$ cat src/rtl/bbct_pkg.sv
// ---------------------------------------------------------------------------
// bbct_pkg
// Shared types and constants for the bounding box corner transform block.
// ---------------------------------------------------------------------------
package bbct_pkg;

   // Coordinate and matrix element width (signed Q16.16)
   localparam int COORD_W     = 32;
   localparam int FRAC_BITS   = 16;

   // Configuration port
   localparam int CSR_W       = 64;
   localparam int NUM_CSR     = 6;
   localparam int CSR_IDX_W   = 3;

   // Emit queue and corner sequencing
   localparam int QUEUE_DEPTH = 2;
   localparam int NUM_CORNERS = 8;
   localparam int CORNER_W    = 3;

   // Datapath widths: product, three-term sum, shifted sum, sum plus translation
   localparam int PROD_W      = 2 * COORD_W;
   localparam int SUM_W       = PROD_W + 2;
   localparam int SHIFT_W     = SUM_W - FRAC_BITS;
   localparam int RES_W       = SHIFT_W + 1;

   typedef logic signed [COORD_W-1:0] coord_type;
   typedef coord_type [2:0]           vec3_type;   // index 0 x, 1 y, 2 z
   typedef coord_type [3:0]           mrow_type;   // three columns and translation
   typedef mrow_type  [2:0]           matrix_type;
   typedef logic [CSR_W-1:0]          csr_word_type;
   typedef logic signed [PROD_W-1:0]  prod_type;
   typedef logic signed [SUM_W-1:0]   sum_type;
   typedef logic signed [RES_W-1:0]   res_type;
   typedef logic [CORNER_W-1:0]       corner_type;

   localparam coord_type COORD_MAX = {1'b0, {(COORD_W-1){1'b1}}};
   localparam coord_type COORD_MIN = {1'b1, {(COORD_W-1){1'b0}}};

   // Box snapshot carried from the front end to the corner engine
   typedef struct packed {
      vec3_type low;
      vec3_type high;
   } box_type;

   typedef struct packed {
      logic    valid;
      box_type box;
   } box_req_type;

   // Request opcodes
   typedef enum logic [1:0] {
      OP_VERTEX  = 2'd0,
      OP_SET_BOX = 2'd1,
      OP_EMIT    = 2'd2
   } op_type;

   // Register indexes
   localparam logic [CSR_IDX_W-1:0] CSR_ROW0_COLS01 = 3'd0;
   localparam logic [CSR_IDX_W-1:0] CSR_ROW0_COLS23 = 3'd1;
   localparam logic [CSR_IDX_W-1:0] CSR_ROW1_COLS01 = 3'd2;
   localparam logic [CSR_IDX_W-1:0] CSR_ROW1_COLS23 = 3'd3;
   localparam logic [CSR_IDX_W-1:0] CSR_ROW2_COLS01 = 3'd4;
   localparam logic [CSR_IDX_W-1:0] CSR_ROW2_COLS23 = 3'd5;

   // Identity matrix, no translation
   localparam csr_word_type CSR_RESET [NUM_CSR] = '{
      64'h0000_0000_0001_0000,
      64'h0000_0000_0000_0000,
      64'h0001_0000_0000_0000,
      64'h0000_0000_0000_0000,
      64'h0000_0000_0000_0000,
      64'h0000_0000_0001_0000
   };

endpackage

$ cat src/rtl/bbct_ifs.sv
// ---------------------------------------------------------------------------
// bbct request and response channels
// Valid/ready channels carrying one request and one transformed corner.
// ---------------------------------------------------------------------------
interface bbct_req_if import bbct_pkg::*; ();
   logic       valid;
   logic       ready;
   logic [1:0] opcode;
   coord_type  point_x;
   coord_type  point_y;
   coord_type  point_z;
   coord_type  upper_x;
   coord_type  upper_y;
   coord_type  upper_z;
   logic       final_vertex;

   modport source (
      output valid, opcode, point_x, point_y, point_z,
             upper_x, upper_y, upper_z, final_vertex,
      input  ready
   );
   modport sink (
      input  valid, opcode, point_x, point_y, point_z,
             upper_x, upper_y, upper_z, final_vertex,
      output ready
   );
endinterface


$ cat src/rtl/bbct_front.sv
// ---------------------------------------------------------------------------
// bbct_front
// Takes requests, folds vertices into the running extremes, keeps the box
// and hands a box snapshot to the emit queue for each emit request.
// ---------------------------------------------------------------------------
module bbct_front import bbct_pkg::*; (
   input  logic        clock,
   input  logic        reset,
   bbct_req_if.sink    req_ch,
   input  logic        queue_full,
   output box_req_type push
);

   vec3_type run_low_ff, run_high_ff;
   vec3_type run_low_in, run_high_in;
   box_type  box_ff;
   vec3_type point, upper;
   logic     accept;

   assign req_ch.ready = !queue_full;
   assign accept       = req_ch.valid && req_ch.ready;

   assign point = {req_ch.point_z, req_ch.point_y, req_ch.point_x};
   assign upper = {req_ch.upper_z, req_ch.upper_y, req_ch.upper_x};

   // Running extremes with the current vertex folded in
   always_comb begin
      for (int k = 0; k < 3; k++) begin
         run_low_in[k]  = ($signed(point[k]) < $signed(run_low_ff[k]))
                          ? point[k] : run_low_ff[k];
         run_high_in[k] = ($signed(point[k]) > $signed(run_high_ff[k]))
                          ? point[k] : run_high_ff[k];
      end
   end

   // Running extremes and box state
   always_ff @(posedge clock) begin
      if (reset) begin
         run_low_ff  <= {3{COORD_MAX}};
         run_high_ff <= {3{COORD_MIN}};
         box_ff      <= '0;
      end else if (accept) begin
         case (op_type'(req_ch.opcode))
            OP_VERTEX: begin
               if (req_ch.final_vertex) begin
                  box_ff.low  <= run_low_in;
                  box_ff.high <= run_high_in;
                  run_low_ff  <= {3{COORD_MAX}};
                  run_high_ff <= {3{COORD_MIN}};
               end else begin
                  run_low_ff  <= run_low_in;
                  run_high_ff <= run_high_in;
               end
            end
            OP_SET_BOX: begin
               // stored as given, no ordering check
               box_ff.low  <= point;
               box_ff.high <= upper;
            end
            default: ;
         endcase
      end
   end

   // Emit requests carry the box as it stands now
   assign push.valid = accept && (op_type'(req_ch.opcode) == OP_EMIT);
   assign push.box   = box_ff;

endmodule

$ cat src/flat_wrapper.sv
// flat-port wrapper written by rule: the top's interface ports become plain ports
module bbct_front_flat import bbct_pkg::*;
  (clock, reset, queue_full, push, req_ch_valid, req_ch_opcode, req_ch_point_x, req_ch_point_y, req_ch_point_z, req_ch_upper_x, req_ch_upper_y, req_ch_upper_z, req_ch_final_vertex, req_ch_ready);
  bbct_req_if req_ch_i ();
  input  logic clock;
  input  logic reset;
  input  logic queue_full;
  output box_req_type push;
  input wire logic [$bits(req_ch_i.valid)-1:0] req_ch_valid;
  input wire logic [$bits(req_ch_i.opcode)-1:0] req_ch_opcode;
  input wire logic [$bits(req_ch_i.point_x)-1:0] req_ch_point_x;
  input wire logic [$bits(req_ch_i.point_y)-1:0] req_ch_point_y;
  input wire logic [$bits(req_ch_i.point_z)-1:0] req_ch_point_z;
  input wire logic [$bits(req_ch_i.upper_x)-1:0] req_ch_upper_x;
  input wire logic [$bits(req_ch_i.upper_y)-1:0] req_ch_upper_y;
  input wire logic [$bits(req_ch_i.upper_z)-1:0] req_ch_upper_z;
  input wire logic [$bits(req_ch_i.final_vertex)-1:0] req_ch_final_vertex;
  output wire logic [$bits(req_ch_i.ready)-1:0] req_ch_ready;
  assign req_ch_i.valid = req_ch_valid;
  assign req_ch_i.opcode = req_ch_opcode;
  assign req_ch_i.point_x = req_ch_point_x;
  assign req_ch_i.point_y = req_ch_point_y;
  assign req_ch_i.point_z = req_ch_point_z;
  assign req_ch_i.upper_x = req_ch_upper_x;
  assign req_ch_i.upper_y = req_ch_upper_y;
  assign req_ch_i.upper_z = req_ch_upper_z;
  assign req_ch_i.final_vertex = req_ch_final_vertex;
  assign req_ch_ready = req_ch_i.ready;
  bbct_front u_core (.clock(clock), .reset(reset), .req_ch(req_ch_i), .queue_full(queue_full), .push(push));
endmodule
$ cat config.mk
export PLATFORM = sky130hd
export DESIGN_NAME = bbct_front_flat
export DESIGN_NICKNAME = d
export VERILOG_FILES = /design/src/rtl/bbct_pkg.sv /design/src/rtl/bbct_ifs.sv /design/src/rtl/bbct_front.sv /design/src/flat_wrapper.sv
export SDC_FILE = /design/constraint.sdc
export NUM_CORES = 1
export LEC_CHECK = 0
export BUFFER_PORTS_ARGS = -buffer_cell sky130_fd_sc_hd__buf_2
export CORE_ASPECT_RATIO = 0.6
export CORE_MARGIN = 5
export CORE_UTILIZATION = 40
export DETAILED_ROUTE_END_ITERATION = 8
export GPL_TIMING_DRIVEN = 0
export MAX_ROUTING_LAYER = met4
export PLACE_DENSITY = 0.57
export SLEW_MARGIN = 20
export SYNTH_ARGS = -nofsm -noshare
export SYNTH_HDL_FRONTEND = slang
export SYNTH_SLANG_ARGS = --single-unit
$ cat constraint.sdc
create_clock -name clock -period 3.5 [get_ports clock]
set_input_delay 0.7 -clock clock [delete_from_list [all_inputs] [get_ports clock]]
set_output_delay 0.7 -clock clock [all_outputs]
set_load 0.03 [all_outputs]
==> impl_metrics.py <==
metrics = {
    "sta": {
        "slew_viol_final": 0,
        "finalClockSkew_ps": 36.4,
        "max_freq_mhz": 281,
        "worst_pin_slew_ps": 1030,
        "report.final.hold_viol_count": 0,
        "slew_headroom": 0.314,
        "post-route-min-period_ps": 3560,
        "finalSetupTns_ps": -86.7,
        "layout_worst_path_cycle_share": 1.02,
        "layout_setup_ws_ps": -59.9,
        "setup_violations": 2,
    },
    "global_route": {
        "grt_pass1_vias": 23200,
        "grt_overflow": 0,
        "grt_pass1_wl_um": 148000,
        "track_usage": 0.314,
        "grt_max_degree": 16,
        "antenna_found_initial": 7,
    },
    "clocking": {
        "cts_max_path_buffers": 3,
        "ctsHoldBuffers": 0,
        "clock_sinks": 384,
        "clk_latency_ps": 590,
        "cts.clk_slew.worst_paths_ps": 70,
        "root_buffer": "clkbuf_16",
        "htreeDepth": 2,
        "cts_tree": "done",
        "cts_buffers": 41,
    },
    "die": {
        "start_util": 0.407,
        "die_w_um": 319,
        "die_h_um": 195,
        "rows": 67,
        "pin_count": 393,
        "die_area_um2": 62300,
        "core_um2": 56300,
    },
    "pwr": {
        "powerDensity_nw_per_um2": 412,
        "peakVddDrop_mv": 0.289,
        "leakage_nw": 12.5,
    },
    "placed_design": {
        "dpl.cell_count": 3879,
        "dpl_worst_slack_ps": -970,
        "gp_congestion": 0.999,
        "io_buffers": 392,
        "place_hpwl_um": 78600,
    },
    "detailed_routing": {
        "routed_wl_um": 101000,
        "detail-route-antenna-nets": 0,
        "drt_pass1_iterations": 8,
        "vias_per_cell": 6.28,
        "drc": 0,
        "vias": 24900,
        "wl_per_cell_um": 25.6,
        "drtIter0Drc": 3101,
    },
    "critical_path": {
        "end_kind": "flop",
        "worst_r2r_endpoint": "u_core.run_high_ff[93]$_SDFFE_PP0P_",
        "rr_worst_depth": 11,
        "cp-startpoint": "u_core.run_high_ff[95]$_SDFFE_PP1P_",
        "reg2reg_slack_ps": -60,
        "r2r_start": "u_core.run_high_ff[95]$_SDFFE_PP1P_",
        "path_class": "reg2reg",
        "required_ps": 3920,
        "start_kind": "flop",
        "worstPathArrival_ps": 3980,
        "worstPathMaxFanout": 10,
    },
    "synthesis": {
        "synth_ff_type": "dfxtp_1",
        "netlist.area_leader.share": 0.336,
        "yosysTopAreaCell": "dfxtp_1",
        "synthArstFlopShare": 0,
        "synthTopCellsByArea": "dfxtp_1, ha_1, o21ai_0",
        "synth_cell_types": 63,
        "ys_ff_latch": 384,
        "syn_nets": 3115,
        "synth-edff-count": 0,
        "synth_area_um2": 22900,
        "synth.avg_cell_area_um2": 8.40,
        "synth-seq-area-share": 0.336,
        "syn_inst": 2727,
        "yosys_warnings": 0,
    },
    "cells_and_area": {
        "seqCellArea_um2": 7690,
        "syn2layout_area_growth_pct": 20.4,
        "nNetsFinal": 3553,
        "finalNonFillerCells": 3961,
        "multi_input_area_um2": 13700,
        "n_fill_cell": 5561,
        "fin_util": 0.490,
        "drive_gt1_frac": 0.181,
    },
    "hold_path": {
        "hold_start": "req_ch_upper_y[31]",
        "worstHoldPathType": "in2reg",
        "hold_depth": 3,
        "holdPathEnd": "u_core.push[63]$_SDFFE_PP0P_",
    },
    "run": {
        "drv_cap": 0,
    },
    "outcome": {
        "violations": "setup timing",
        "status": "complete, but fails checks",
    },
}
## worst max-delay path: stages (launching register included)
cell	delay [ps]
dfxtp_1	380
inv_1	90
ha_1	400
nand4_1	270
nor4_4	320
buf_4	220
nor3b_1	400
a21oi_4	140
buf_2	260
a41o_1	270
a211oi_1	430
o22ai_1	190
## logic make-up after synthesis
group / Yosys count / share of synthesized area
AND/OR/NAND/NOR: 576 / 0.148
adder cells (fa/ha/maj): 189 / 0.103
multiplexers: 79 / 0.0354
buffers and inverters: 439 / 0.0758
flip-flops: 384 / 0.336
AO/OA/AOI/OAI: 1060 / 0.302
## sequential cells by signal, summed over array words and instances, names as in the netlist
| register | count |
|---|---|
| u_core.run_high_ff | 96 |
| u_core.run_low_ff | 96 |
| u_core.push | 192 |
## synthesized netlist by cell type (5+ instances only)
cell type,number
o31ai_1,27
buf_6,6
nor2b_1,8
o21ai_1,21
buf_1,12
nor3_1,10
a2bb2oi_1,27
a211oi_1,69
ha_1,189
a222oi_1,32
inv_1,199
dfxtp_1,384
o21a_1,8
o21ai_0,259
o211ai_1,8
clkbuf_1,190
nand3_1,140
and4_1,66
nand2b_1,70
mux2i_1,64
a31oi_1,99
nand4_1,35
o22a_1,93
mux2_2,15
a21o_1,34
a21oi_1,228
a41o_1,64
nor2_1,16
buf_2,29
nand3b_1,76
nor4_1,5
o22ai_1,64
nand2_1,125
## final cells by class
class,instances,share of cell area
plain buffers,239,0.0367
clock buffers,57,0.0427
well taps,759,0.0344
inverters,200,0.0272
repair buffers,395,0.0722
clock inverters,15,0.00880
multi-input cells,1904,0.498
flip-flops and latches,384,0.279
diodes,8,0.000726
## routing by layer
metal	share of wire	up-vias	global-route usage
met2	0.39	1246	0.412
li1	-	11200	-
met1	0.48	12300	0.476
met4	0.022	0	0.0695
met3	0.11	145	0.0792
met5	0	-	-
## metrics by stage
stage          power [mW]  hold slack, ps  area (µm²)
2_1_floorplan        5.71             451       22900
3_3_place_gp         6.49             460       25800
3_5_place_dp         6.53             467       25800
4_1_cts              11.3             318       27400
5_1_grt              11.7             348       27600
6_report             11.4             352       27600
## power breakdown
group	switching, mW	leakage, nW	total, mW	internal [mW]
clock network	2.02	0.682	4.82	2.80
registers	0.0699	3.11	4.54	4.47
logic	1.37	8.69	1.99	0.617
total	3.46	12.5	11.4	7.89
## what timing repair did
item                                    in CTS  in global routing
buffers inserted                             0                  2
hold endpoints to repair                     0                  0
endpoints found under the setup margin     166                331
pin swaps                                    1                  2
resized for setup                           20                 63
cloned                                       0                  0
## layout by cell type, fill, tap and decap left out, drive strengths merged, types with 13 or more instances in the layout
master	synthesis	layout
dfxtp	384	384
ha	189	189
a21o	34	34
mux2	15	15
o22ai	64	64
buf	49	441
and4	66	66
mux2i	64	64
clkbuf	190	250
a21oi	229	229
nand2b	70	70
a222oi	32	32
nor2	16	16
o21ai	280	280
a211oi	70	70
a2bb2oi	27	27
nor3	13	13
nand3b	76	76
inv	199	200
nand4	35	35
nand3	140	140
o31ai	27	27
a31oi	99	99
o22a	93	93
a41o	64	64
nand2	125	125
## worst max path at each step
stage / endpoint / slack (ps) / cells past startpoint
floorplan: u_core.push[58]$_SDFFE_PP0P_ / 660 / 11
global route: u_core.push[94]$_SDFFE_PP0P_ / -40 / 11
global placement: u_core.push[64]$_SDFFE_PP0P_ / -970 / 11
detailed placement: u_core.push[64]$_SDFFE_PP0P_ / -970 / 11
CTS: u_core.run_low_ff[37]$_SDFFE_PP1P_ / 10 / 10
finish: u_core.run_high_ff[93]$_SDFFE_PP0P_ / -60 / 11
Power figures use the tool's default switching activity.
