--- src/rtl/bbct_pkg.sv ---
// ---------------------------------------------------------------------------
// bbct_pkg
// Shared types and constants for the bounding box corner transform block.
// ---------------------------------------------------------------------------
package bbct_pkg;

   // Coordinate and matrix element width (signed Q16.16)
   localparam int COORD_W     = 32;
   localparam int FRAC_BITS   = 16;

   // Configuration port
   localparam int CSR_W       = 64;
   localparam int NUM_CSR     = 6;
   localparam int CSR_IDX_W   = 3;

   // Emit queue and corner sequencing
   localparam int QUEUE_DEPTH = 2;
   localparam int NUM_CORNERS = 8;
   localparam int CORNER_W    = 3;

   // Datapath widths: product, three-term sum, shifted sum, sum plus translation
   localparam int PROD_W      = 2 * COORD_W;
   localparam int SUM_W       = PROD_W + 2;
   localparam int SHIFT_W     = SUM_W - FRAC_BITS;
   localparam int RES_W       = SHIFT_W + 1;

   typedef logic signed [COORD_W-1:0] coord_type;
   typedef coord_type [2:0]           vec3_type;   // index 0 x, 1 y, 2 z
   typedef coord_type [3:0]           mrow_type;   // three columns and translation
   typedef mrow_type  [2:0]           matrix_type;
   typedef logic [CSR_W-1:0]          csr_word_type;
   typedef logic signed [PROD_W-1:0]  prod_type;
   typedef logic signed [SUM_W-1:0]   sum_type;
   typedef logic signed [RES_W-1:0]   res_type;
   typedef logic [CORNER_W-1:0]       corner_type;

   localparam coord_type COORD_MAX = {1'b0, {(COORD_W-1){1'b1}}};
   localparam coord_type COORD_MIN = {1'b1, {(COORD_W-1){1'b0}}};

   // Box snapshot carried from the front end to the corner engine
   typedef struct packed {
      vec3_type low;
      vec3_type high;
   } box_type;

   typedef struct packed {
      logic    valid;
      box_type box;
   } box_req_type;

   // Request opcodes
   typedef enum logic [1:0] {
      OP_VERTEX  = 2'd0,
      OP_SET_BOX = 2'd1,
      OP_EMIT    = 2'd2
   } op_type;

   // Register indexes
   localparam logic [CSR_IDX_W-1:0] CSR_ROW0_COLS01 = 3'd0;
   localparam logic [CSR_IDX_W-1:0] CSR_ROW0_COLS23 = 3'd1;
   localparam logic [CSR_IDX_W-1:0] CSR_ROW1_COLS01 = 3'd2;
   localparam logic [CSR_IDX_W-1:0] CSR_ROW1_COLS23 = 3'd3;
   localparam logic [CSR_IDX_W-1:0] CSR_ROW2_COLS01 = 3'd4;
   localparam logic [CSR_IDX_W-1:0] CSR_ROW2_COLS23 = 3'd5;

   // Identity matrix, no translation
   localparam csr_word_type CSR_RESET [NUM_CSR] = '{
      64'h0000_0000_0001_0000,
      64'h0000_0000_0000_0000,
      64'h0001_0000_0000_0000,
      64'h0000_0000_0000_0000,
      64'h0000_0000_0000_0000,
      64'h0000_0000_0001_0000
   };

endpackage

--- src/rtl/bbct_queue.sv ---
// ---------------------------------------------------------------------------
// bbct_queue
// Short FIFO of box snapshots between the front end and the corner engine.
// ---------------------------------------------------------------------------
module bbct_queue import bbct_pkg::*; (
   input  logic        clock,
   input  logic        reset,
   input  box_req_type push,
   input  logic        pop,
   output box_req_type head,
   output logic        full
);

   localparam int PTR_W = (QUEUE_DEPTH > 1) ? $clog2(QUEUE_DEPTH) : 1;
   localparam int CNT_W = $clog2(QUEUE_DEPTH + 1);

   box_type          entries_ff [QUEUE_DEPTH];
   logic [PTR_W-1:0] wr_ptr_ff, rd_ptr_ff;
   logic [CNT_W-1:0] count_ff;
   logic             do_push, do_pop;

   assign full       = (count_ff == CNT_W'(QUEUE_DEPTH));
   assign head.valid = (count_ff != '0);
   assign head.box   = entries_ff[rd_ptr_ff];

   assign do_push = push.valid && !full;
   assign do_pop  = pop && head.valid;

   function automatic logic [PTR_W-1:0] ptr_next(input logic [PTR_W-1:0] p);
      ptr_next = (p == PTR_W'(QUEUE_DEPTH - 1)) ? '0 : p + 1'b1;
   endfunction

   // Pointers and fill count
   always_ff @(posedge clock) begin
      if (reset) begin
         wr_ptr_ff <= '0;
         rd_ptr_ff <= '0;
         count_ff  <= '0;
      end else begin
         if (do_push) wr_ptr_ff <= ptr_next(wr_ptr_ff);
         if (do_pop)  rd_ptr_ff <= ptr_next(rd_ptr_ff);
         if (do_push && !do_pop)      count_ff <= count_ff + 1'b1;
         else if (do_pop && !do_push) count_ff <= count_ff - 1'b1;
      end
   end

   // Entry storage
   always_ff @(posedge clock) begin
      if (do_push) entries_ff[wr_ptr_ff] <= push.box;
   end

endmodule

--- config.mk ---
export PLATFORM = sky130hd
export DESIGN_NAME = bbct_queue
export DESIGN_NICKNAME = d
export VERILOG_FILES = /design/src/rtl/bbct_pkg.sv /design/src/rtl/bbct_queue.sv
export SDC_FILE = /design/constraint.sdc
export NUM_CORES = 1
export LEC_CHECK = 0
export BUFFER_PORTS_ARGS = -buffer_cell sky130_fd_sc_hd__buf_4
export CORE_MARGIN = 2
export CORE_UTILIZATION = 56
export CTS_BUF_LIST = sky130_fd_sc_hd__clkbuf_16
export DETAILED_ROUTE_END_ITERATION = 6
export GPL_TIMING_DRIVEN = 0
export PLACE_DENSITY = 0.89
export SLEW_MARGIN = 25
export SYNTH_ARGS = -nofsm -noshare
export SYNTH_HDL_FRONTEND = slang
export SYNTH_SLANG_ARGS = --single-unit
--- constraint.sdc ---
create_clock -name clock -period 8.3 [get_ports clock]
set_clock_uncertainty 0.15 [all_clocks]
set_input_delay 0.415 -clock clock [delete_from_list [all_inputs] [get_ports clock]]
set_output_delay 0.415 -clock clock [all_outputs]
set_load 0.05 [all_outputs]
==> results of run 1 <==
## worst paths after layout
check	from	to	slack [ns]	cells after the start
min reg2reg	rd_ptr_ff$_SDFFE_PP0P_	rd_ptr_ff$_SDFFE_PP0P_	0.42	2
max	flop	head[22]	5.77	4
min	push[192]	wr_ptr_ff$_SDFFE_PP0N_	0.26	4
max reg2reg	count_ff[1]$_SDFFE_PP0P_	entries_ff[1][31]$_DFFE_PP_	5.84	5
## kinds of logic after synthesis
| group | share of synthesized area (%) |
|---|---|
| flops | 82.24 |
| mux | 15.29 |
| compound gates | 0.1769 |
| buf+inv | 1.681 |
| xor+xnor | 0.1858 |
| fa+ha+maj | 0.08845 |
| simple gates | 0.3450 |
## cell usage after synthesis, drive strengths merged
master / count / share of area, %
nor2: 4 / 0.11
or3: 2 / 0.088
mux2: 192 / 15
ha: 1 / 0.088
xor2: 3 / 0.19
and2: 1 / 0.044
or2: 1 / 0.044
nor2b: 1 / 0.062
edfxtp: 384 / 82
a21oi: 2 / 0.071
dfxtp: 5 / 0.71
buf: 21 / 1.6
o21ai: 3 / 0.11
inv: 2 / 0.053
## sequential cells by signal (all words and copies together) (netlist names), named ones only
name and count:
count_ff 2, entries_ff 384, rd_ptr_ff 1, wr_ptr_ff 1
## metrics by stage
| stage | total power [W] | utilization (%) | area, µm² | hold WS (ns) | cells |
|---|---|---|---|---|---|
| finish | 0.007040 | 83.51 | 20850 | 0.2597 | 1613 |
| global route | 0.007215 | 83.51 | 20850 | 0.2330 | 1613 |
| CTS | 0.006965 | 83.48 | 20840 | 0.1742 | 1610 |
| detailed placement | 0.005154 | 70.65 | 17640 | 0.3461 | 1347 |
| global placement | 0.005154 | 70.01 | 17480 | 0.3265 | 1341 |
| floorplan | 0.004406 | - | 14140 | 0.3016 | 622 |
## layout make-up
type | instances | area [µm²] | area share, %
buffer | 21 | 230.2 | 1.104
inverter | 2 | 15.01 | 0.07202
clock inverter | 31 | 294.0 | 1.410
sequential | 389 | 11630 | 55.80
multi-input combinational | 210 | 2277 | 10.92
antenna | 3 | 7.507 | 0.03601
clock buffer | 39 | 975.9 | 4.682
tap | 330 | 412.9 | 1.981
timing repair buffer | 588 | 5002 | 24.00
## worst min-delay path: cells and delay by family
| family | cells | cell delay, ns |
|---|---|---|
| buf+inv | 2 | 0.14 |
| compound gates | 2 | 0.33 |
## timing repair
item / 4_1_cts / 5_1_grt
hold buffers: 193 / 0
hold endpoints to repair: 389 / 0
resized for setup: 0 / 0
buffers inserted: 0 / 0
## where the power goes
group          switching [W]  total [W]  leakage (nW)  internal [W]
combinational        0.00180    0.00273          3.63      0.000925
clock               0.000748    0.00177         0.645       0.00102
sequential         0.0000786    0.00255          3.63       0.00247
total                0.00263    0.00704          7.90       0.00441
## per-layer routing
metal  global-route usage, %  routed length (µm)  part of all wire, %  vias to the layer above
li1                        -                   -                    -                     3749
met1                   30.78               13190                   33                     4296
met2                   55.37               21970                   55                      494
met3                   7.283                3066                  7.7                      101
met4                   11.38                1496                  3.8                        2
met5                       0                  13                0.033                        -
## placed cells by master (no fill, tap or decap), drive strengths merged, types with 3 or more instances in the layout
master / n
clkbuf: 39
o21ai: 3
buf: 416
xor2: 3
bufinv: 5
edfxtp: 384
dfxtp: 5
inv: 10
diode: 3
clkinv: 17
nor2: 4
mux2: 192
dlygate4sd3: 193
==> impl_metrics.csv, run 1 <==
group,metric,value,unit
logic_synthesis,syn_area_per_cell,22.74,µm²
finish,drive_gt1_share,52.34,%
die,rows,58,
setup_path,crit_chain,"buf_6, buf_6, mux2_2, buf_4",
setup_path,critical_path.slowest_cell,"mux2_2",
die,die_area,26540,µm²
timing,fmax,0.3952,GHz
placement,portBuffers,389,
setup_path,cp_max_fo,10,
die,ioPinCount,390,
route,drtIter0Drc,702,
route,drc_errors,0,
logic_synthesis,synthCells,622,
logic_synthesis,syn_nets,819,
setup_path,worstSetupStartpointType,"flop",
setup_path,arrival,1.97,ns
run,cap_viol_max_count,0,
clock_tree,cts_buffers,39,
grt,antenna_found_initial,4,
timing,period_minus_slack,2.530,ns
clock_tree,cts.sinks,389,
grt,overflow,0,
die,start_util,56.66,%
timing,finalHoldViolations,0,
timing,slew-limit-headroom,65.24,%
setup_path,crit_path_max_incr_delay,0.40,ns
timing,min_period_over_period,30.49,%
clock_tree,cts_buffer_depth,3,
die,core-area,24960,µm²
finish,area_growth,47.39,%
placement,place_ws,6.001,ns
logic_synthesis,ys_types,15,
run_status,status,"finished clean",
placement,dp_hpwl,21.25,mm
clock_tree,cts_tree,"built",
setup_path,required,7.74,ns
die,fp.dieH,162.9,µm
grt,grt_max_degree,91,
timing,finalMaxSlewViolations,0,
hold_path,hold_path.class,"in2reg",
logic_synthesis,syn_area,14140,µm²
grt,grt_pass1_wl,56.35,mm
placement,gp_congestion,0.7718,
pwr,power_density,337.7,nW/µm²
clock_tree,cts-root-buf,"clkbuf_16",
route,wirelength,39.73,mm
finish,nets,1448,
timing,setup_viol,0,
route,vias_per_cell,5.358,
setup_path,worst_path_most_repeated_cell,"buf_6",
setup_path,crit_buf_inv,3,
route,drtPass1Iterations,5,
timing,fin_setup_tns,0,ns
clock_tree,htreeDepth,2,
clock_tree,clkTransAtPathRegs,0.06,ns
die,die_x,162.9,µm
setup_path,crit_type,"reg2out",
grt,grt_pass1_vias,9547,
finish,fillCellCount,1043,
setup_path,crit_family,"buffers and inverters",
logic_synthesis,synth_seq_cells,389,
logic_synthesis,seq_area_frac_synth,82.24,%
logic_synthesis,yosysWarnings,0,
pwr,vdd_ir_drop_max,0.2803,mV
route,wl_per_cell,24.63,µm
clock_tree,clock_latency,0.52,ns
timing,worst_pin_slew,0.5214,ns
timing,setup_slack,5.770,ns
route,drtAntennaViolNets,0,
grt,grt_util_all_layers,29.14,%
pwr,leakagePower,7.902,nW
timing,rsz0062_at_grt,"false",
route,vias,8642,
setup_path,end_kind,"output pin",
Note: power is estimated with default switching activity, not from simulation.
==> inputs of run 2 (changes only) <==
--- a/config.mk
+++ b/config.mk
@@ -7,11 +7,11 @@
 export LEC_CHECK = 0
 export BUFFER_PORTS_ARGS = -buffer_cell sky130_fd_sc_hd__buf_4
 export CORE_MARGIN = 2
-export CORE_UTILIZATION = 56
+export CORE_UTILIZATION = 47
 export CTS_BUF_LIST = sky130_fd_sc_hd__clkbuf_16
 export DETAILED_ROUTE_END_ITERATION = 6
 export GPL_TIMING_DRIVEN = 0
-export PLACE_DENSITY = 0.89
+export PLACE_DENSITY = 0.8
 export SLEW_MARGIN = 25
 export SYNTH_ARGS = -nofsm -noshare
 export SYNTH_HDL_FRONTEND = slang
==> constraint.sdc (replaced) <==
create_clock -name clock -period 2.2 [get_ports clock]
set_clock_uncertainty 0.15 [all_clocks]
set_input_delay 0.11 -clock clock [delete_from_list [all_inputs] [get_ports clock]]
set_output_delay 0.11 -clock clock [all_outputs]
set_load 0.05 [all_outputs]
==> run 2 against run 1 <==
Compared with the run above:
- power rose to 3.8 times the previous value
- wire length is 11% lower
- non-clock buffer count up 10
- worst hold slack worse by 0.086 ns
- utilization down 12 points
- sequential share of layout area decreased by 0.69 points
- worst setup slack got worse by 5.7 ns
- via count is 2.5% lower
- final area rose by 1.3%
- register-to-register slack got worse by 5.8 ns
- die area rose by 19%
- sequential power rose to 3.7 times the previous value
==> impl_metrics.csv, run 2 (synthesis gave the netlist of run 1 again) <==
group,metric,value,unit
setup_path,worst_path_most_repeated_cell,"buf_12",
grt,grt_util_all_layers,21.53,%
finish,nets,1460,
setup_path,r2r_start,"count_ff[1]$_SDFFE_PP0P_",
finish,reg.largest.list,"entries_ff: 384 flops, count_ff: 2 flops",
timing,worst_pin_slew,0.5276,ns
pwr,power_density,1255,nW/µm²
setup_path,end_kind,"flop",
route,drc_errors,0,
setup_path,crit_buf_inv,4,
route,wl_per_cell,20.88,µm
grt,grt_util_met3,4.499,%
route,drtIter0Drc,454,
setup_path,rrSetupSlack,0.07,ns
finish,largest-register,"entries_ff",
die,start_util,47.72,%
grt,grt_pass1_wl,51.12,mm
setup_path,worstSetupStartpointType,"flop",
timing,slew-limit-headroom,64.63,%
die,rows,63,
route,wirelength,35.19,mm
timing,finalHoldViolations,0,
clock_tree,cts.sinks,389,
run,cap_viol_max_count,0,
timing,fin_setup_tns,0,ns
setup_path,crit_path_max_incr_delay,0.41,ns
route,drtPass1Iterations,5,
grt,grt_pass1_vias,9195,
setup_path,arrival,2.19,ns
run_status,status,"finished clean",
finish,multi_input_area,2295,µm²
finish,final_common_cell,"buf_4",
setup_path,rr_worst_depth,6,
placement,gp_congestion,0.7732,
clock_tree,cts-root-buf,"clkbuf_16",
timing,setup_slack,0.06514,ns
die,ioPinCount,390,
grt,antenna_found_initial,3,
hold_path,hp-start,"push[153]",
finish,final-seq-area,11630,µm²
placement,portBuffers,389,
route,vias,8423,
grt,grt.met1_usage,24.08,%
clock_tree,clock_latency,0.51,ns
hold_path,hold_path.class,"in2reg",
pwr,leakagePower,7.976,nW
timing,period_minus_slack,2.135,ns
placement,dp.cells,1412,
setup_path,critical_path.slowest_cell,"or3_4",
setup_path,r2r-end,"entries_ff[0][9]$_DFFE_PP_",
finish,final_cell_mix,"392 x buf_4, 384 x edfxtp_1, 195 x dlygate4sd3_1, 192 x mux2_2, 42 x clkbuf_16",
timing,hold_ws,0.1733,ns
timing,min_period_over_period,97.04,%
setup_path,cp_max_fo,26,
setup_path,crit_type,"reg2reg",
setup_path,crit_family,"buffers and inverters",
setup_path,crit_cells,6,
placement,dp_hpwl,21.06,mm
route,vias_per_cell,4.999,
finish,area_growth,49.28,%
hold_path,hold_depth,2,
placement,place_ws,-0.2505,ns
hold_path,min_to,"entries_ff[0][153]$_DFFE_PP_",
grt,grt-busiest-layer,"met2",
timing,setup_viol,0,
grt,overflow,0,
grt,grt_use_met2,39.92,%
grt,grt_max_degree,48,
finish,drive_gt1_share,52.64,%
clock_tree,cts_tree,"built",
die,die_x,177.5,µm
pwr,totalPowerFinal,0.02649,W
route,drtAntennaViolNets,0,
timing,finalMaxSlewViolations,0,
setup_path,required,2.26,ns
clock_tree,clkTransAtPathRegs,0.06,ns
finish,fin_cells,1685,
clock_tree,htreeDepth,2,
die,core-area,29640,µm²
die,die_area,31500,µm²
finish,largest_register_ffs,384,
die,fp.dieH,177.5,µm
clock_tree,cts_buffer_depth,3,
timing,rsz0062_at_grt,"false",
setup_path,crit_chain,"nor2b_4, or3_4, clkinvlp_4, buf_12, buf_16, buf_12",
pwr,vdd_ir_drop_max,0.9505,mV
finish,fillCellCount,1736,
clock_tree,cts_buffers,39,
timing,fmax,0.4684,GHz
run 2: changes by cell type in the layout (fill, tap and decap cells not counted), moves of 3 or more:
cell       previous run  this run
dfxtp_2               0         3
dfxtp_1               5         2
buf_4               389       392
buf_12                2         6
clkinv_1              7        10
clkbuf_16            39        42
clkinv_2              8         4
run 2: repair_timing:
| action | CTS | global route |
|---|---|---|
| cloned | 1 | 2 |
| gates resized for setup | 1 | 2 |
| setup endpoints to repair | 104 | 187 |
| endpoints found under the hold margin | 389 | 0 |
| pin swaps | 0 | 1 |
| hold buffers | 195 | 0 |
| setup buffers | 1 | 2 |
run 2: worst max path at each step:
stage                                   from                     endpoint
finish              count_ff[1]$_SDFFE_PP0P_   entries_ff[0][9]$_DFFE_PP_
global route        count_ff[1]$_SDFFE_PP0P_   entries_ff[0][0]$_DFFE_PP_
CTS                 count_ff[1]$_SDFFE_PP0P_  entries_ff[0][76]$_DFFE_PP_
detailed placement  count_ff[1]$_SDFFE_PP0P_  entries_ff[0][52]$_DFFE_PP_
global placement    count_ff[1]$_SDFFE_PP0P_   entries_ff[0][8]$_DFFE_PP_
floorplan           count_ff[1]$_SDFFE_PP0P_   entries_ff[0][0]$_DFFE_PP_
run 2: layout make-up:
type | instances | area share [%]
Timing Repair inverter | 1 | 0.02370
Tap cell | 390 | 2.311
Sequential cell | 389 | 55.11
Multi-Input combinational cell | 211 | 10.87
Clock buffer | 41 | 4.859
Buffer | 21 | 1.126
Timing Repair Buffer | 598 | 24.39
Clock inverter | 27 | 1.203
Inverter | 2 | 0.05333
Antenna cell | 5 | 0.05926
run 2: worst reg2reg max path, delay by kind of cell, from the launching register on:
family | cells | cell delay, ns
buffers and inverters | 4 | 0.78
DFF | 1 | 0.34
and+or+nand+nor | 2 | 0.55
run 2: report_power, final:
part | internal [W] | switching [W] | leakage, nW | total, W
logic | 0.00362 | 0.00666 | 3.70 | 0.0103
registers | 0.00930 | 0.000253 | 3.63 | 0.00956
clock network | 0.00396 | 0.00270 | 0.645 | 0.00666
run 2: routing by layer:
metal  up-vias  wire length [µm]
met4         0              1185
li1       3771                 -
met2       342             19260
met1      4230             12720
met3        80              2015
met5         -                 0
run 2: per-stage QoR:
step / util, % / cell area (µm²)
floorplan: - / 14160
global placement: 59.28 / 17570
detailed placement: 60.13 / 17820
CTS: 71.09 / 21070
global route: 71.22 / 21110
finish: 71.24 / 21110
==> inputs of run 3 (changes only) <==
--- a/config.mk
+++ b/config.mk
@@ -5,6 +5,7 @@
 export SDC_FILE = /design/constraint.sdc
 export NUM_CORES = 1
 export LEC_CHECK = 0
+export ABC_AREA = 1
 export BUFFER_PORTS_ARGS = -buffer_cell sky130_fd_sc_hd__buf_4
 export CORE_MARGIN = 2
 export CORE_UTILIZATION = 47
==> run 3 against run 2 <==
Compared with the run above:
- final area is 0.84% higher
- global-route usage is 0.94 points higher
- sequential cell count stayed put
- sequential power is 0.7% higher
- synthesized area is 0.14% higher
- critical path type is now reg2out
- highest routed layer is now met5
==> impl_metrics.csv, run 3 <==
group,metric,value,unit
run_status,status,"finished clean",
grt,grt_pass1_vias,9445,
logic_synthesis,synth_edf_count,384,
logic_synthesis,synth_most_common_cell,"edfxtp_1",
finish,antenna_cells,0,
finish,largest_register_ffs,384,
clock_tree,cts_tree,"built",
route,wirelength,36.72,mm
die,die_x,177.6,µm
logic_synthesis,synthTopCellsByArea,"edfxtp_1 81%, mux2_2 15%, buf_6 1.6%",
logic_synthesis,yosysWarnings,0,
timing,fin_setup_tns,0,ns
die,fp.dieH,177.6,µm
logic_synthesis,synthCells,634,
setup_path,worstSetupStartpointType,"flop",
logic_synthesis,async_flop_share,0,%
setup_path,end_kind,"output pin",
clock_tree,cts_buffer_depth,3,
finish,reg.largest.list,"entries_ff: 384 flops, count_ff: 2 flops",
clock_tree,cts_buffers,39,
pwr,power_density,1190,nW/µm²
route,drtAntennaViolNets,0,
timing,hold_ws,0.1718,ns
logic_synthesis,synth_top_cell_by_area,"edfxtp_1",
finish,final_common_cell,"buf_4",
timing,worst_pin_slew,0.2957,ns
grt,antenna_found_initial,1,
grt,grt_max_degree,26,
setup_path,r2r_start,"count_ff[1]$_SDFFE_PP0P_",
die,ioPinCount,390,
placement,place_ws,-0.06256,ns
clock_tree,htreeDepth,2,
pwr,vdd_ir_drop_max,0.9011,mV
grt,grt_util_all_layers,22.47,%
setup_path,cp_max_fo,10,
finish,largest-register,"entries_ff",
pwr,leakagePower,8.109,nW
die,rows,63,
route,vias_per_cell,5.028,
route,vias,8557,
grt,overflow,0,
placement,dp_hpwl,21.73,mm
logic_synthesis,synthFlopType,"edfxtp_1",
finish,nets,1481,
timing,period_minus_slack,2.146,ns
clock_tree,clkTransAtPathRegs,0.07,ns
placement,gp_congestion,0.7502,
setup_path,crit_type,"reg2out",
logic_synthesis,synthTopCellsByCount,"384 x edfxtp_1, 192 x mux2_2, 20 x buf_6",
die,start_util,47.79,%
die,die_area,31540,µm²
logic_synthesis,syn_nets,831,
logic_synthesis,seq_area_frac_synth,82.12,%
timing,rsz0062_at_grt,"true",
clock_tree,cts.sinks,389,
setup_path,rrSetupSlack,0.07,ns
setup_path,r2r-end,"entries_ff[1][126]$_DFFE_PP_",
setup_path,required,1.94,ns
timing,finalMaxSlewViolations,0,
setup_path,arrival,1.89,ns
hold_path,hold_path.class,"in2reg",
logic_synthesis,syn_area_per_cell,22.34,µm²
timing,min_period_over_period,97.53,%
finish,area_growth,50.33,%
route,drtPass1Iterations,5,
die,core-area,29640,µm²
placement,dpl_cell_area,18080,µm²
clock_tree,clock_latency,0.51,ns
setup_path,rr_worst_depth,9,
timing,finalHoldViolations,0,
timing,setup_slack,0.05426,ns
clock_tree,cts-root-buf,"clkbuf_16",
logic_synthesis,ys_types,13,
finish,post-route-cell-area,21290,µm²
timing,fmax,0.4660,GHz
setup_path,endpoint,"head[80]",
logic_synthesis,netlist.area_leader.share,81.41,%
route,wl_per_cell,21.57,µm
placement,portBuffers,389,
grt,grt_pass1_wl,52.91,mm
finish,final_cell_mix,"392 x buf_4, 384 x edfxtp_1, 198 x dlygate4sd3_1, 192 x mux2_2, 41 x clkbuf_16",
logic_synthesis,syn_area,14160,µm²
finish,drive_gt1_share,51.91,%
route,drc_errors,0,
logic_synthesis,synth_seq_cells,389,
route,drtIter0Drc,595,
timing,setup_viol,0,
run,cap_viol_max_count,0,
timing,slew-limit-headroom,80.29,%
finish,fillCellCount,1673,
-- run 3: cell types whose count changed after synthesis --
cell	before	now
nand4_1	0	1
nand3_1	0	2
and2_1	1	0
or2_2	1	0
nor2_1	4	8
xor2_1	3	0
nand2_1	0	7
or3_1	2	0
nor2b_2	1	0
inv_1	2	8
-- run 3: worst min path at each step --
stage	from	end	slack [ns]	depth (start not counted)
finish	push[112]	entries_ff[0][112]$_DFFE_PP_	0.17	2
global route	push[112]	entries_ff[0][112]$_DFFE_PP_	0.15	2
CTS	push[80]	entries_ff[1][80]$_DFFE_PP_	0.14	2
detailed placement	push[138]	entries_ff[0][138]$_DFFE_PP_	0.15	1
global placement	push[183]	entries_ff[0][183]$_DFFE_PP_	0.14	1
floorplan	push[0]	entries_ff[0][0]$_DFFE_PP_	0.06	0
-- run 3: layer usage --
layer	vias to the layer above	track usage (%)	part of all wire, %
li1	3814	-	-
met1	4278	23.39	34
met2	392	42.91	55
met3	71	6.577	8.6
met4	2	7.206	2.9
met5	-	0	0.041
-- run 3: cells by family after synthesis --
group	after synthesis	share of synthesized area, %
AO/OA/AOI/OAI	5	0.1767
adder cells (fa/ha/maj)	1	0.08833
buffers and inverters	29	1.837
flip-flops	389	82.12
multiplexers	192	15.26
AND/OR/NAND/NOR	18	0.5124
-- run 3: metrics by stage --
stage,cells,util [%],total power (W)
floorplan,634,-,0.01578
global placement,1413,59.38,0.01833
detailed placement,1432,60.99,0.01871
CTS,1700,71.72,0.02525
global route,1702,71.84,0.02612
finish,1702,71.84,0.02533
-- run 3: critical path, cell delays in order (launching register included) --
cell	delay [ns]
dfxtp_2	0.38
buf_8	0.18
buf_6	0.20
mux2_2	0.39
buf_4	0.20
-- run 3: cell type report --
class                           instances  area (µm²)  area share, %
Inverter                                8       30.03         0.1410
Multi-Input combinational cell        216        2298          10.80
Tap cell                              390       488.0          2.292
Sequential cell                       389       11640          54.65
Buffer                                 21       237.7          1.117
Clock inverter                         28       165.2         0.7757
Timing Repair Buffer                  609        5410          25.41
Clock buffer                           41        1026          4.819
-- run 3: timing repair --
item                                    CTS  global route
resized for setup                         0             7
hold buffers                            198             0
pin swaps                                 1             2
endpoints found under the hold margin   396             0
buffers inserted                          1             2
endpoints found under the setup margin   16            40
-- run 3: where the power goes --
part           switching (W)  total [W]  internal (W)  leakage (nW)
sequential          0.000269    0.00963       0.00936          3.62
clock                0.00269    0.00628       0.00358         0.637
combinational        0.00605    0.00943       0.00337          3.85
total                0.00901     0.0253        0.0163          8.11
